==> src/hw/rtl/cst_pkg.sv <==
package cst_pkg;

  localparam int LengthBitsDefault = 16;
  localparam int LineBitsDefault   = 24;
  localparam int ColumnBitsDefault = 16;

  localparam int KindBits  = 7;
  localparam int ValueBits = 32;
  localparam int NumKw     = 19;

  // token kinds
  localparam logic [6:0] K_END     = 7'd0;
  localparam logic [6:0] K_IDENT   = 7'd1;
  localparam logic [6:0] K_NUMBER  = 7'd2;
  localparam logic [6:0] K_STRING  = 7'd3;
  localparam logic [6:0] K_CHAR    = 7'd4;
  localparam logic [6:0] K_KEYWORD = 7'd5;
  localparam logic [6:0] K_PAIR    = 7'd24;
  localparam logic [6:0] K_SINGLE  = 7'd40;
  localparam logic [6:0] K_INVALID = 7'd65;

  // one token as it travels from the scanner to the output side
  typedef struct packed {
    logic [6:0]  kind;
    logic [31:0] value;
    logic [31:0] length;
    logic [31:0] line;
    logic [31:0] column;
    logic        last;
  } token_t;

  // keyword byte at a position, zero past its end
  function automatic logic [7:0] kw_byte(input logic [4:0] k, input logic [2:0] p);
    logic [63:0] s;
    s = 64'h0;
    unique case (k)
      5'd0:  s = {"int",      40'h0};
      5'd1:  s = {"char",     32'h0};
      5'd2:  s = {"void",     32'h0};
      5'd3:  s = {"return",   16'h0};
      5'd4:  s = {"if",       48'h0};
      5'd5:  s = {"else",     32'h0};
      5'd6:  s = {"while",    24'h0};
      5'd7:  s = {"for",      40'h0};
      5'd8:  s = {"do",       48'h0};
      5'd9:  s = {"break",    24'h0};
      5'd10: s = "continue";
      5'd11: s = {"extern",   16'h0};
      5'd12: s = {"static",   16'h0};
      5'd13: s = {"const",    24'h0};
      5'd14: s = {"sizeof",   16'h0};
      5'd15: s = {"typedef",  8'h0};
      5'd16: s = {"struct",   16'h0};
      5'd17: s = {"union",    24'h0};
      5'd18: s = {"enum",     32'h0};
      default: s = 64'h0;
    endcase
    return s[8'd63 - {p, 3'd0} -: 8];
  endfunction

  function automatic logic [3:0] kw_len(input logic [4:0] k);
    logic [3:0] r;
    unique case (k)
      5'd0, 5'd7: r = 4'd3;
      5'd1, 5'd2, 5'd5, 5'd18: r = 4'd4;
      5'd3, 5'd11, 5'd12, 5'd14, 5'd16: r = 4'd6;
      5'd4, 5'd8: r = 4'd2;
      5'd6, 5'd9, 5'd13, 5'd17: r = 4'd5;
      5'd10: r = 4'd8;
      5'd15: r = 4'd7;
      default: r = 4'd0;
    endcase
    return r;
  endfunction

  localparam logic [199:0] SingleText = "+-*/%=<>&|^~!.(){}[];,:?#";
  localparam logic [255:0] PairText   = "++--+=-=*=/=%===!=<=>=&&||<<>>->";

  function automatic logic [6:0] single_kind(input logic [7:0] c);
    logic [6:0] r;
    r = K_INVALID;
    for (int i = 24; i >= 0; i--) begin
      if (SingleText[8*(24-i) +: 8] == c) r = K_SINGLE + 7'(i);
    end
    return r;
  endfunction

  // zero when no pair matches
  function automatic logic [6:0] pair_kind(input logic [7:0] a, input logic [7:0] b);
    logic [6:0] r;
    r = 7'd0;
    for (int i = 15; i >= 0; i--) begin
      if (PairText[16*(15-i)+8 +: 8] == a && PairText[16*(15-i) +: 8] == b)
        r = K_PAIR + 7'(i);
    end
    return r;
  endfunction

  function automatic logic starts_pair(input logic [7:0] c);
    logic r;
    r = 1'b0;
    for (int i = 0; i < 16; i++) begin
      if (PairText[16*i+8 +: 8] == c) r = 1'b1;
    end
    return r;
  endfunction

  function automatic logic [4:0] hex_val(input logic [7:0] c);
    logic [4:0] r;
    if (c >= "0" && c <= "9") r = 5'(c - "0");
    else if (c >= "a" && c <= "f") r = 5'(c - "a" + 8'd10);
    else if (c >= "A" && c <= "F") r = 5'(c - "A" + 8'd10);
    else r = 5'd16;
    return r;
  endfunction

endpackage

==> src/hw/rtl/cst_scan.sv <==
// front part: takes one byte a beat, emits up to two tokens a beat
module cst_scan #(
  parameter int LengthBits = cst_pkg::LengthBitsDefault,
  parameter int LineBits   = cst_pkg::LineBitsDefault,
  parameter int ColumnBits = cst_pkg::ColumnBitsDefault
) (
  input  logic            clk,
  input  logic            rst,
  input  logic            take,
  input  logic [7:0]      ch,
  input  logic            eos,
  output logic [1:0]      n_tok,
  output cst_pkg::token_t tok0,
  output cst_pkg::token_t tok1
);

  typedef enum logic [3:0] {
    M_IDLE, M_LINE, M_BLOCK, M_BLOCK_STAR, M_OP, M_IDENT, M_ZERO, M_DEC, M_HEX,
    M_BIN, M_STR, M_STR_ESC, M_CH_OPEN, M_CH_ESC, M_CH_HEX, M_CH_CLOSE
  } mode_t;

  localparam logic [LengthBits-1:0] LenMax = '1;
  localparam logic [LineBits-1:0]   LineMax = '1;
  localparam logic [ColumnBits-1:0] ColMax = '1;

  mode_t                 mode, mode_next;
  logic [7:0]            held, held_next;
  logic [31:0]           acc, acc_next;
  logic [18:0]           cand, cand_next;
  logic [LengthBits-1:0] tlen, tlen_next;
  logic [LineBits-1:0]   tline, tline_next, cline;
  logic [ColumnBits-1:0] tcol, tcol_next, ccol;
  logic [1:0]            esc, esc_next;

  function automatic logic is_alpha(input logic [7:0] c);
    return (c >= "a" && c <= "z") || (c >= "A" && c <= "Z") || c == "_";
  endfunction
  function automatic logic is_num(input logic [7:0] c);
    return c >= "0" && c <= "9";
  endfunction

  // per-byte keyword narrowing
  function automatic logic [18:0] narrow(input logic [18:0] cd, input logic [LengthBits-1:0] pos,
                                         input logic [7:0] c);
    logic [18:0] r;
    r = cd;
    for (int k = 0; k < cst_pkg::NumKw; k++) begin
      if (!(pos < LengthBits'(cst_pkg::kw_len(5'(k))) &&
            cst_pkg::kw_byte(5'(k), pos[2:0]) == c))
        r[k] = 1'b0;
    end
    return r;
  endfunction

  function automatic logic [6:0] ident_kind(input logic [18:0] cd, input logic [LengthBits-1:0] l);
    logic [6:0] r;
    r = cst_pkg::K_IDENT;
    for (int k = cst_pkg::NumKw - 1; k >= 0; k--) begin
      if (cd[k] && LengthBits'(cst_pkg::kw_len(5'(k))) == l) r = cst_pkg::K_KEYWORD + 7'(k);
    end
    return r;
  endfunction

  logic [LengthBits-1:0] tlen_inc;
  assign tlen_inc = (tlen == LenMax) ? tlen : tlen + 1'b1;

  logic [4:0]  hv;
  logic [7:0]  c;
  logic        flush;
  logic [1:0]  n;
  cst_pkg::token_t t0, t1;
  logic        restart;
  logic [6:0]  emit_kind;
  logic [31:0] emit_val;
  logic        emit_now;

  assign c     = ch;
  assign hv    = cst_pkg::hex_val(c);
  assign flush = eos || c == 8'd0;

  function automatic cst_pkg::token_t mk(input logic [6:0] k, input logic [31:0] v,
                                         input logic [LengthBits-1:0] l,
                                         input logic [LineBits-1:0] ln,
                                         input logic [ColumnBits-1:0] cl);
    cst_pkg::token_t t;
    t.kind = k; t.value = v; t.length = 32'(l); t.line = 32'(ln); t.column = 32'(cl);
    t.last = 1'b0;
    return t;
  endfunction

  // main byte step
  always_comb begin
    mode_next = mode; held_next = held; acc_next = acc; cand_next = cand;
    tlen_next = tlen; tline_next = tline; tcol_next = tcol; esc_next = esc;
    n = 2'd0; t0 = '0; t1 = '0;
    restart = 1'b0; emit_now = 1'b0; emit_kind = '0; emit_val = '0;
    if (flush) begin
      emit_now = 1'b1;
      unique case (mode)
        M_OP:    emit_kind = cst_pkg::single_kind(held);
        M_IDENT: emit_kind = ident_kind(cand, tlen);
        M_ZERO, M_DEC, M_HEX, M_BIN: begin
          emit_kind = cst_pkg::K_NUMBER; emit_val = acc;
        end
        M_STR, M_STR_ESC: emit_kind = cst_pkg::K_STRING;
        M_CH_OPEN, M_CH_ESC, M_CH_HEX, M_CH_CLOSE: begin
          emit_kind = cst_pkg::K_CHAR; emit_val = acc;
        end
        default: emit_now = 1'b0;
      endcase
    end else begin
      unique case (mode)
        M_LINE: if (c == 8'h0a) mode_next = M_IDLE;
        M_BLOCK: if (c == "*") mode_next = M_BLOCK_STAR;
        M_BLOCK_STAR: begin
          if (c == "/") mode_next = M_IDLE;
          else if (c != "*") mode_next = M_BLOCK;
        end
        M_OP: begin
          if (held == "/" && c == "/") mode_next = M_LINE;
          else if (held == "/" && c == "*") mode_next = M_BLOCK;
          else if (cst_pkg::pair_kind(held, c) != 7'd0) begin
            emit_now = 1'b1; emit_kind = cst_pkg::pair_kind(held, c);
            tlen_next = tlen_inc; mode_next = M_IDLE;
          end else begin
            emit_now = 1'b1; emit_kind = cst_pkg::single_kind(held); restart = 1'b1;
          end
        end
        M_IDENT: begin
          if (is_alpha(c) || is_num(c)) begin
            cand_next = narrow(cand, tlen, c); tlen_next = tlen_inc;
          end else begin
            emit_now = 1'b1; emit_kind = ident_kind(cand, tlen); restart = 1'b1;
          end
        end
        M_ZERO: begin
          if (c == "x" || c == "X") begin mode_next = M_HEX; tlen_next = tlen_inc; end
          else if (c == "b" || c == "B") begin mode_next = M_BIN; tlen_next = tlen_inc; end
          else if (is_num(c)) begin
            mode_next = M_DEC; acc_next = 32'(c - "0"); tlen_next = tlen_inc;
          end else begin
            emit_now = 1'b1; emit_kind = cst_pkg::K_NUMBER; emit_val = acc; restart = 1'b1;
          end
        end
        M_DEC: begin
          if (is_num(c)) begin
            acc_next = (acc << 3) + (acc << 1) + 32'(c - "0"); tlen_next = tlen_inc;
          end else begin
            emit_now = 1'b1; emit_kind = cst_pkg::K_NUMBER; emit_val = acc; restart = 1'b1;
          end
        end
        M_HEX: begin
          if (!hv[4]) begin
            acc_next = {acc[27:0], hv[3:0]}; tlen_next = tlen_inc;
          end else begin
            emit_now = 1'b1; emit_kind = cst_pkg::K_NUMBER; emit_val = acc; restart = 1'b1;
          end
        end
        M_BIN: begin
          if (c == "0" || c == "1") begin
            acc_next = {acc[30:0], c[0]}; tlen_next = tlen_inc;
          end else begin
            emit_now = 1'b1; emit_kind = cst_pkg::K_NUMBER; emit_val = acc; restart = 1'b1;
          end
        end
        M_STR: begin
          tlen_next = tlen_inc;
          if (c == "\"") begin
            emit_now = 1'b1; emit_kind = cst_pkg::K_STRING; mode_next = M_IDLE;
            t0 = mk(cst_pkg::K_STRING, 32'd0, tlen_inc, tline, tcol);
          end else if (c == "\\") mode_next = M_STR_ESC;
        end
        M_STR_ESC: begin tlen_next = tlen_inc; mode_next = M_STR; end
        M_CH_OPEN: begin
          tlen_next = tlen_inc;
          if (c == "\\") mode_next = M_CH_ESC;
          else begin acc_next = 32'(c); mode_next = M_CH_CLOSE; end
        end
        M_CH_ESC: begin
          tlen_next = tlen_inc; mode_next = M_CH_CLOSE;
          if (c == "n") acc_next = 32'd10;
          else if (c == "t") acc_next = 32'd9;
          else if (c == "r") acc_next = 32'd13;
          else if (c == "0") acc_next = 32'd0;
          else if (c == "x") begin acc_next = '0; esc_next = '0; mode_next = M_CH_HEX; end
          else acc_next = 32'(c);
        end
        M_CH_HEX, M_CH_CLOSE: begin
          if (mode == M_CH_HEX && !hv[4] && esc < 2'd2) begin
            acc_next = {acc[27:0], hv[3:0]}; tlen_next = tlen_inc;
            esc_next = esc + 1'b1;
            if (esc == 2'd1) mode_next = M_CH_CLOSE;
          end else if (c == "'") begin
            emit_now = 1'b1; emit_kind = cst_pkg::K_CHAR; emit_val = acc;
            tlen_next = tlen_inc; mode_next = M_IDLE;
          end else begin
            emit_now = 1'b1; emit_kind = cst_pkg::K_CHAR; emit_val = acc; restart = 1'b1;
          end
        end
        default: restart = 1'b1;
      endcase
    end

    // first token uses the length as updated this beat where the byte belongs to it
    if (emit_now) begin
      t0 = mk(emit_kind, emit_val, (restart || flush) ? tlen : tlen_next, tline, tcol);
      n = 2'd1;
      if (!restart) mode_next = M_IDLE;
    end

    // start a new token from idle
    if (restart) begin
      mode_next = M_IDLE;
      if (!(c == " " || c == 8'h09 || c == 8'h0d || c == 8'h0a)) begin
        tline_next = cline; tcol_next = ccol; tlen_next = LengthBits'(1);
        acc_next = '0; esc_next = '0;
        if (is_alpha(c)) begin
          mode_next = M_IDENT; cand_next = narrow('1, '0, c);
        end else if (c == "0") mode_next = M_ZERO;
        else if (is_num(c)) begin mode_next = M_DEC; acc_next = 32'(c - "0"); end
        else if (c == "\"") mode_next = M_STR;
        else if (c == "'") mode_next = M_CH_OPEN;
        else if (cst_pkg::starts_pair(c)) begin mode_next = M_OP; held_next = c; end
        else begin
          if (emit_now) begin
            t1 = mk(cst_pkg::single_kind(c), '0, LengthBits'(1), cline, ccol); n = 2'd2;
          end else begin
            t0 = mk(cst_pkg::single_kind(c), '0, LengthBits'(1), cline, ccol); n = 2'd1;
          end
        end
      end
    end

    // end marker after a flush
    if (flush) begin
      if (emit_now) begin
        t1 = mk(cst_pkg::K_END, '0, '0, cline, ccol); n = 2'd2;
      end else begin
        t0 = mk(cst_pkg::K_END, '0, '0, cline, ccol); n = 2'd1;
      end
    end
    if (n == 2'd1) t0.last = 1'b1;
    if (n == 2'd2) t1.last = 1'b1;
  end

  assign n_tok = take ? n : 2'd0;
  assign tok0  = t0;
  assign tok1  = t1;

  // state registers
  always_ff @(posedge clk) begin
    if (rst || (take && flush)) begin
      mode <= M_IDLE; held <= '0; acc <= '0; cand <= '1; tlen <= '0;
      tline <= LineBits'(1); tcol <= ColumnBits'(1);
      cline <= LineBits'(1); ccol <= ColumnBits'(1); esc <= '0;
    end else if (take) begin
      mode <= mode_next; held <= held_next; acc <= acc_next; cand <= cand_next;
      tlen <= tlen_next; tline <= tline_next; tcol <= tcol_next; esc <= esc_next;
      if (c == 8'h0a) begin
        if (cline != LineMax) cline <= cline + 1'b1;
        ccol <= ColumnBits'(1);
      end else if (ccol != ColMax) begin
        ccol <= ccol + 1'b1;
      end
    end
  end

endmodule

==> src/hw/rtl/cst_queue.sv <==
// back part: token queue, two writes and one read a cycle
module cst_queue (
  input  logic            clk,
  input  logic            rst,
  input  logic [1:0]      n_in,
  input  cst_pkg::token_t tok0,
  input  cst_pkg::token_t tok1,
  output logic            room,
  output logic            out_valid,
  input  logic            out_ready,
  output cst_pkg::token_t out_tok
);

  localparam int Depth = 4;

  cst_pkg::token_t mem [Depth];
  logic [1:0] wp, rp;
  logic [2:0] cnt;
  logic       pop;

  assign pop       = out_valid && out_ready;
  assign out_valid = cnt != 3'd0;
  assign out_tok   = mem[rp];
  // two free slots needed so a beat never stalls mid-way
  assign room      = cnt <= 3'd2;

  // queue storage
  always_ff @(posedge clk) begin
    if (n_in != 2'd0) mem[wp] <= tok0;
    if (n_in == 2'd2) mem[wp + 2'd1] <= tok1;
  end

  // pointers
  always_ff @(posedge clk) begin
    if (rst) begin
      wp <= '0; rp <= '0; cnt <= '0;
    end else begin
      wp  <= wp + n_in;
      rp  <= rp + 2'(pop);
      cnt <= cnt + 3'(n_in) - 3'(pop);
    end
  end

endmodule

==> src/hw/rtl/c_subset_tokenizer.sv <==
// output: a completed token is registered in the token queue before it leaves
// throughput: one byte a cycle; up to two tokens per byte drain at one a cycle,
// while m_tready is high, via a four-entry token queue that stalls input above two
// reset: rst is synchronous, returns to between-tokens at line 1 column 1
// a zero byte or end_of_source also flushes and resets the scanner
module c_subset_tokenizer #(
  parameter int LengthBits = cst_pkg::LengthBitsDefault,
  parameter int LineBits   = cst_pkg::LineBitsDefault,
  parameter int ColumnBits = cst_pkg::ColumnBitsDefault
) (
  input  logic         clk,
  input  logic         rst,
  input  logic         s_tvalid,
  output logic         s_tready,
  input  logic [7:0]   s_tdata,   // ch
  input  logic         s_tlast,   // end_of_source
  output logic         m_tvalid,
  input  logic         m_tready,
  // kind[6:0], value[38:7], length, line, column, zero fill to whole bytes
  output logic [((7 + 32 + LengthBits + LineBits + ColumnBits + 7) / 8) * 8 - 1:0] m_tdata,
  output logic         m_tlast    // last
);

  localparam int Used = 7 + 32 + LengthBits + LineBits + ColumnBits;
  localparam int TW   = ((Used + 7) / 8) * 8;

  logic [1:0]      n_tok;
  cst_pkg::token_t tok0, tok1, qt;
  logic            room;

  assign s_tready = room;

  cst_scan #(.LengthBits(LengthBits), .LineBits(LineBits), .ColumnBits(ColumnBits)) u_scan (
    .clk, .rst, .take(s_tvalid && room), .ch(s_tdata), .eos(s_tlast),
    .n_tok, .tok0, .tok1
  );

  cst_queue u_queue (
    .clk, .rst, .n_in(n_tok), .tok0, .tok1, .room,
    .out_valid(m_tvalid), .out_ready(m_tready), .out_tok(qt)
  );

  // pack the output beat
  assign m_tdata = TW'({qt.column[ColumnBits-1:0], qt.line[LineBits-1:0],
                        qt.length[LengthBits-1:0], qt.value, qt.kind});
  assign m_tlast = qt.last;

endmodule
==> config.mk <==
export PLATFORM = sky130hd
export DESIGN_NAME = c_subset_tokenizer
export DESIGN_NICKNAME = d
export VERILOG_FILES = /design/src/hw/rtl/cst_pkg.sv /design/src/hw/rtl/cst_scan.sv /design/src/hw/rtl/cst_queue.sv /design/src/hw/rtl/c_subset_tokenizer.sv
export SDC_FILE = /design/constraint.sdc
export NUM_CORES = 2
export LEC_CHECK = 0
export ABC_AREA = 1
export ABC_CLOCK_PERIOD_IN_PS = 8100
export BUFFER_PORTS_ARGS = -buffer_cell sky130_fd_sc_hd__buf_4
export CAP_MARGIN = 40
export CORE_MARGIN = 2
export CORE_UTILIZATION = 45
export CTS_BUF_LIST = sky130_fd_sc_hd__clkbuf_8 sky130_fd_sc_hd__clkbuf_16
export DETAILED_ROUTE_END_ITERATION = 8
export GPL_ROUTABILITY_DRIVEN = 1
export GPL_TIMING_DRIVEN = 1
export PLACE_DENSITY = 0.62
export SLEW_MARGIN = 20
export SYNTH_ARGS = -nofsm -noshare
export SYNTH_HDL_FRONTEND = slang
export SYNTH_SLANG_ARGS = --single-unit
==> constraint.sdc <==
create_clock -name clk -period 8.1 [get_ports clk]
set_input_delay 0.405 -clock clk [delete_from_list [all_inputs] [get_ports clk]]
set_output_delay 0.405 -clock clk [all_outputs]
set_load 0.01 [all_outputs]
==> impl_metrics.ini <==
[outcome]
status = complete, no violations

[pwr]
ir_worst_vdd_mv = 0.253
p_leak_nw = 15.8
p_per_area_nw_per_um2 = 240

[placed_design]
placed_cells = 6108
dp_hpwl_um = 88900
place_congestion = 1.01
place_area_um2 = 36900
io_buffers = 110
preCtsSetupSlack_ns = 1.80

[layout]
fin_cells = 6228
mostFrequentLayoutCell = nand2_1
syn_to_final_growth_pct = 9.71
drive_above_1_share_pct = 7.51
postLayoutCellArea_um2 = 39100
final_nets = 5227
insertedDiodeCount = 0
fillCellCount = 8145
mostFrequentLayoutCells = nand2_1, o21ai_0, nor2_1

[critical_path]
crit_type = in -> reg
worstPathRequired_ns = 8.43
slowest_stage = inv_1
cp.arrival_ns = 6.00
slowest_delay_ns = 0.60
critPathMostFrequentCell = buf_4
end_kind = register
critPathMaxFanout = 52
crit_path_start_kind = primary input

[run]
maxCapViolations = 0

[synth]
yosysTopAreaCell = dfxtp_1
synthArstFlopShare_pct = 0
yosys-top-cells-area = dfxtp_1, edfxtp_1, nand2_1
netlist-cell-type-count = 67
yosysTopAreaCellShare_pct = 20.0
syn_inst = 5186
ys.flop_type = dfxtp_1
syn-num-nets = 5288
synth-edff-count = 196
ys_seq_area_share_pct = 36.5
synth_warnings = 0
synth_area_um2 = 35600
ys_seq_elements = 552
synth_area_per_cell_um2 = 6.87

[clocking]
postCtsResizedCells = 0
cts_buffers = 61
ctsHoldBuffers = 0
h-tree-depth = 2
clock_path_buffers = 3
cts_sinks = 552
cts_tree = done
cts_setup_buffers = 0
clk_latency_ns = 0.66
clock-root-buffer = clkbuf_16
clk_pin_slew_worst_paths_ns = 0.07

[sta]
worst_pin_slew_ns = 0.910
hold_slack_ns = 0.0527
finalClockSkew_ns = 0.0412
fmax_mhz = 176
setup_viol = 0
period_share_pct = 70.0
setup_tns_ns = 0
hold_violations = 0
setup_slack_ns = 2.43
drv_slew = 0
rsz0062_at_grt = false
maxSlewHeadroom_pct = 39.3
min_period_ns = 5.67

[global_route]
grt_use_total_pct = 31.9
antenna_found_initial = 2
grt_first_pass_wirelength_um = 205000
grt_start_max_net_pins = 108
grt_overflow = 0
grt_pass1_vias = 34100

[detailed_routing]
antenna_left = 0
dr.pass1.iters = 6
wl_per_cell_um = 21.5
drtIter0Drc = 3938
vias_per_cell = 5.90
vias = 36700
drcViolationCount = 0
drt_wl_total_um = 134000

[floorplanning]
coreArea_um2 = 78600
die_area_um2 = 81400
io_pins = 112
start_util_pct = 45.3
fp-row-count = 103
dieHeight_um = 285
die_x_um = 285

[min_path]
hp-class = in -> reg
-- where the power goes --
group	internal, W	switching [W]	leakage (nW)
sequential	0.00308	0.000106	4.75
combinational	0.000988	0.00231	9.94
clock	0.00168	0.00123	1.09
total	0.00574	0.00365	15.8
-- cell usage after synthesis, types with 28 or more instances --
| master | number |
|---|---|
| nand2_1 | 1203 |
| o211ai_1 | 29 |
| edfxtp_1 | 196 |
| dfxtp_1 | 356 |
| nor2_1 | 558 |
| nor3_1 | 113 |
| ha_1 | 59 |
| nor4_1 | 33 |
| xor2_1 | 62 |
| a21oi_1 | 288 |
| nand3_1 | 376 |
| buf_2 | 60 |
| buf_6 | 28 |
| o21ai_0 | 664 |
| inv_1 | 429 |
| o21ai_1 | 53 |
| o22ai_1 | 118 |
| nand4_1 | 61 |
| fa_1 | 30 |
| clkbuf_1 | 179 |
-- layout make-up --
type	count	area [um^2]	area share, %
clock buffer	73	1690	4.33
clock inverter	43	420	1.08
inverter	460	1740	4.46
multi-input combinational	3867	19400	49.7
sequential	552	13000	33.3
tap	1050	1310	3.36
timing repair buffer	183	1470	3.76
-- critical path: cells and delay by family --
kind / cells / cell delay [ns]
AOI/OAI and AO/OA: 1 / 0.17
adders and majority gates: 2 / 0.59
buffers and inverters: 9 / 2.70
and+or+nand+nor: 13 / 2.07
-- worst paths after layout --
kind | startpoint | endpoint | slack [ns] | cells after the start
min reg2reg | u_scan.held[7] | u_scan.held[7] | 0.45 | 2
max | s_tdata[1] | u_queue.mem[0][51] | 2.43 | 25
max reg2reg | u_scan.mode[2] | u_queue.mem[0][51] | 2.48 | 23
min | rst | u_queue.rp[1] | 0.05 | 2
-- sequential cells by signal (all words and copies together) (netlist names), 16 cells and up --
signal / count
u_scan.tlen: 16
u_scan.tcol: 16
u_scan.cline: 24
u_queue.mem: 384
u_scan.cand: 19
u_scan.acc: 32
u_scan.ccol: 16
u_scan.tline: 24
-- layer usage --
layer	wire length [um]	up-vias	global-route usage (%)
li1	-	17400	-
met1	58600	17300	45.2
met2	59200	1790	49.8
met3	12400	247	5.23
met4	3880	0	9.70
met5	0	-	0
-- metrics by stage --
stage               power [W]  utilization, %
floorplan             0.00514               -
global placement      0.00643            46.7
detailed placement    0.00649            47.0
CTS                   0.00937            49.6
global route          0.00979            49.7
finish                0.00939            49.7
-- cells by family (layout without fill, tap and decap cells) --
logic type / count (synthesis) / after routing / synth area share (%)
AO/OA/AOI/OAI: 1292 / 1292 / 19.9
XOR/XNOR: 74 / 74 / 1.82
adder cells (fa/ha/maj): 89 / 89 / 3.76
AND/OR/NAND/NOR: 2411 / 2411 / 28.8
other: 1 / 1 / 0.0105
flip-flops: 552 / 552 / 36.5
buffers and inverters: 767 / 759 / 9.14
Note: power is estimated with default switching activity, not from simulation.
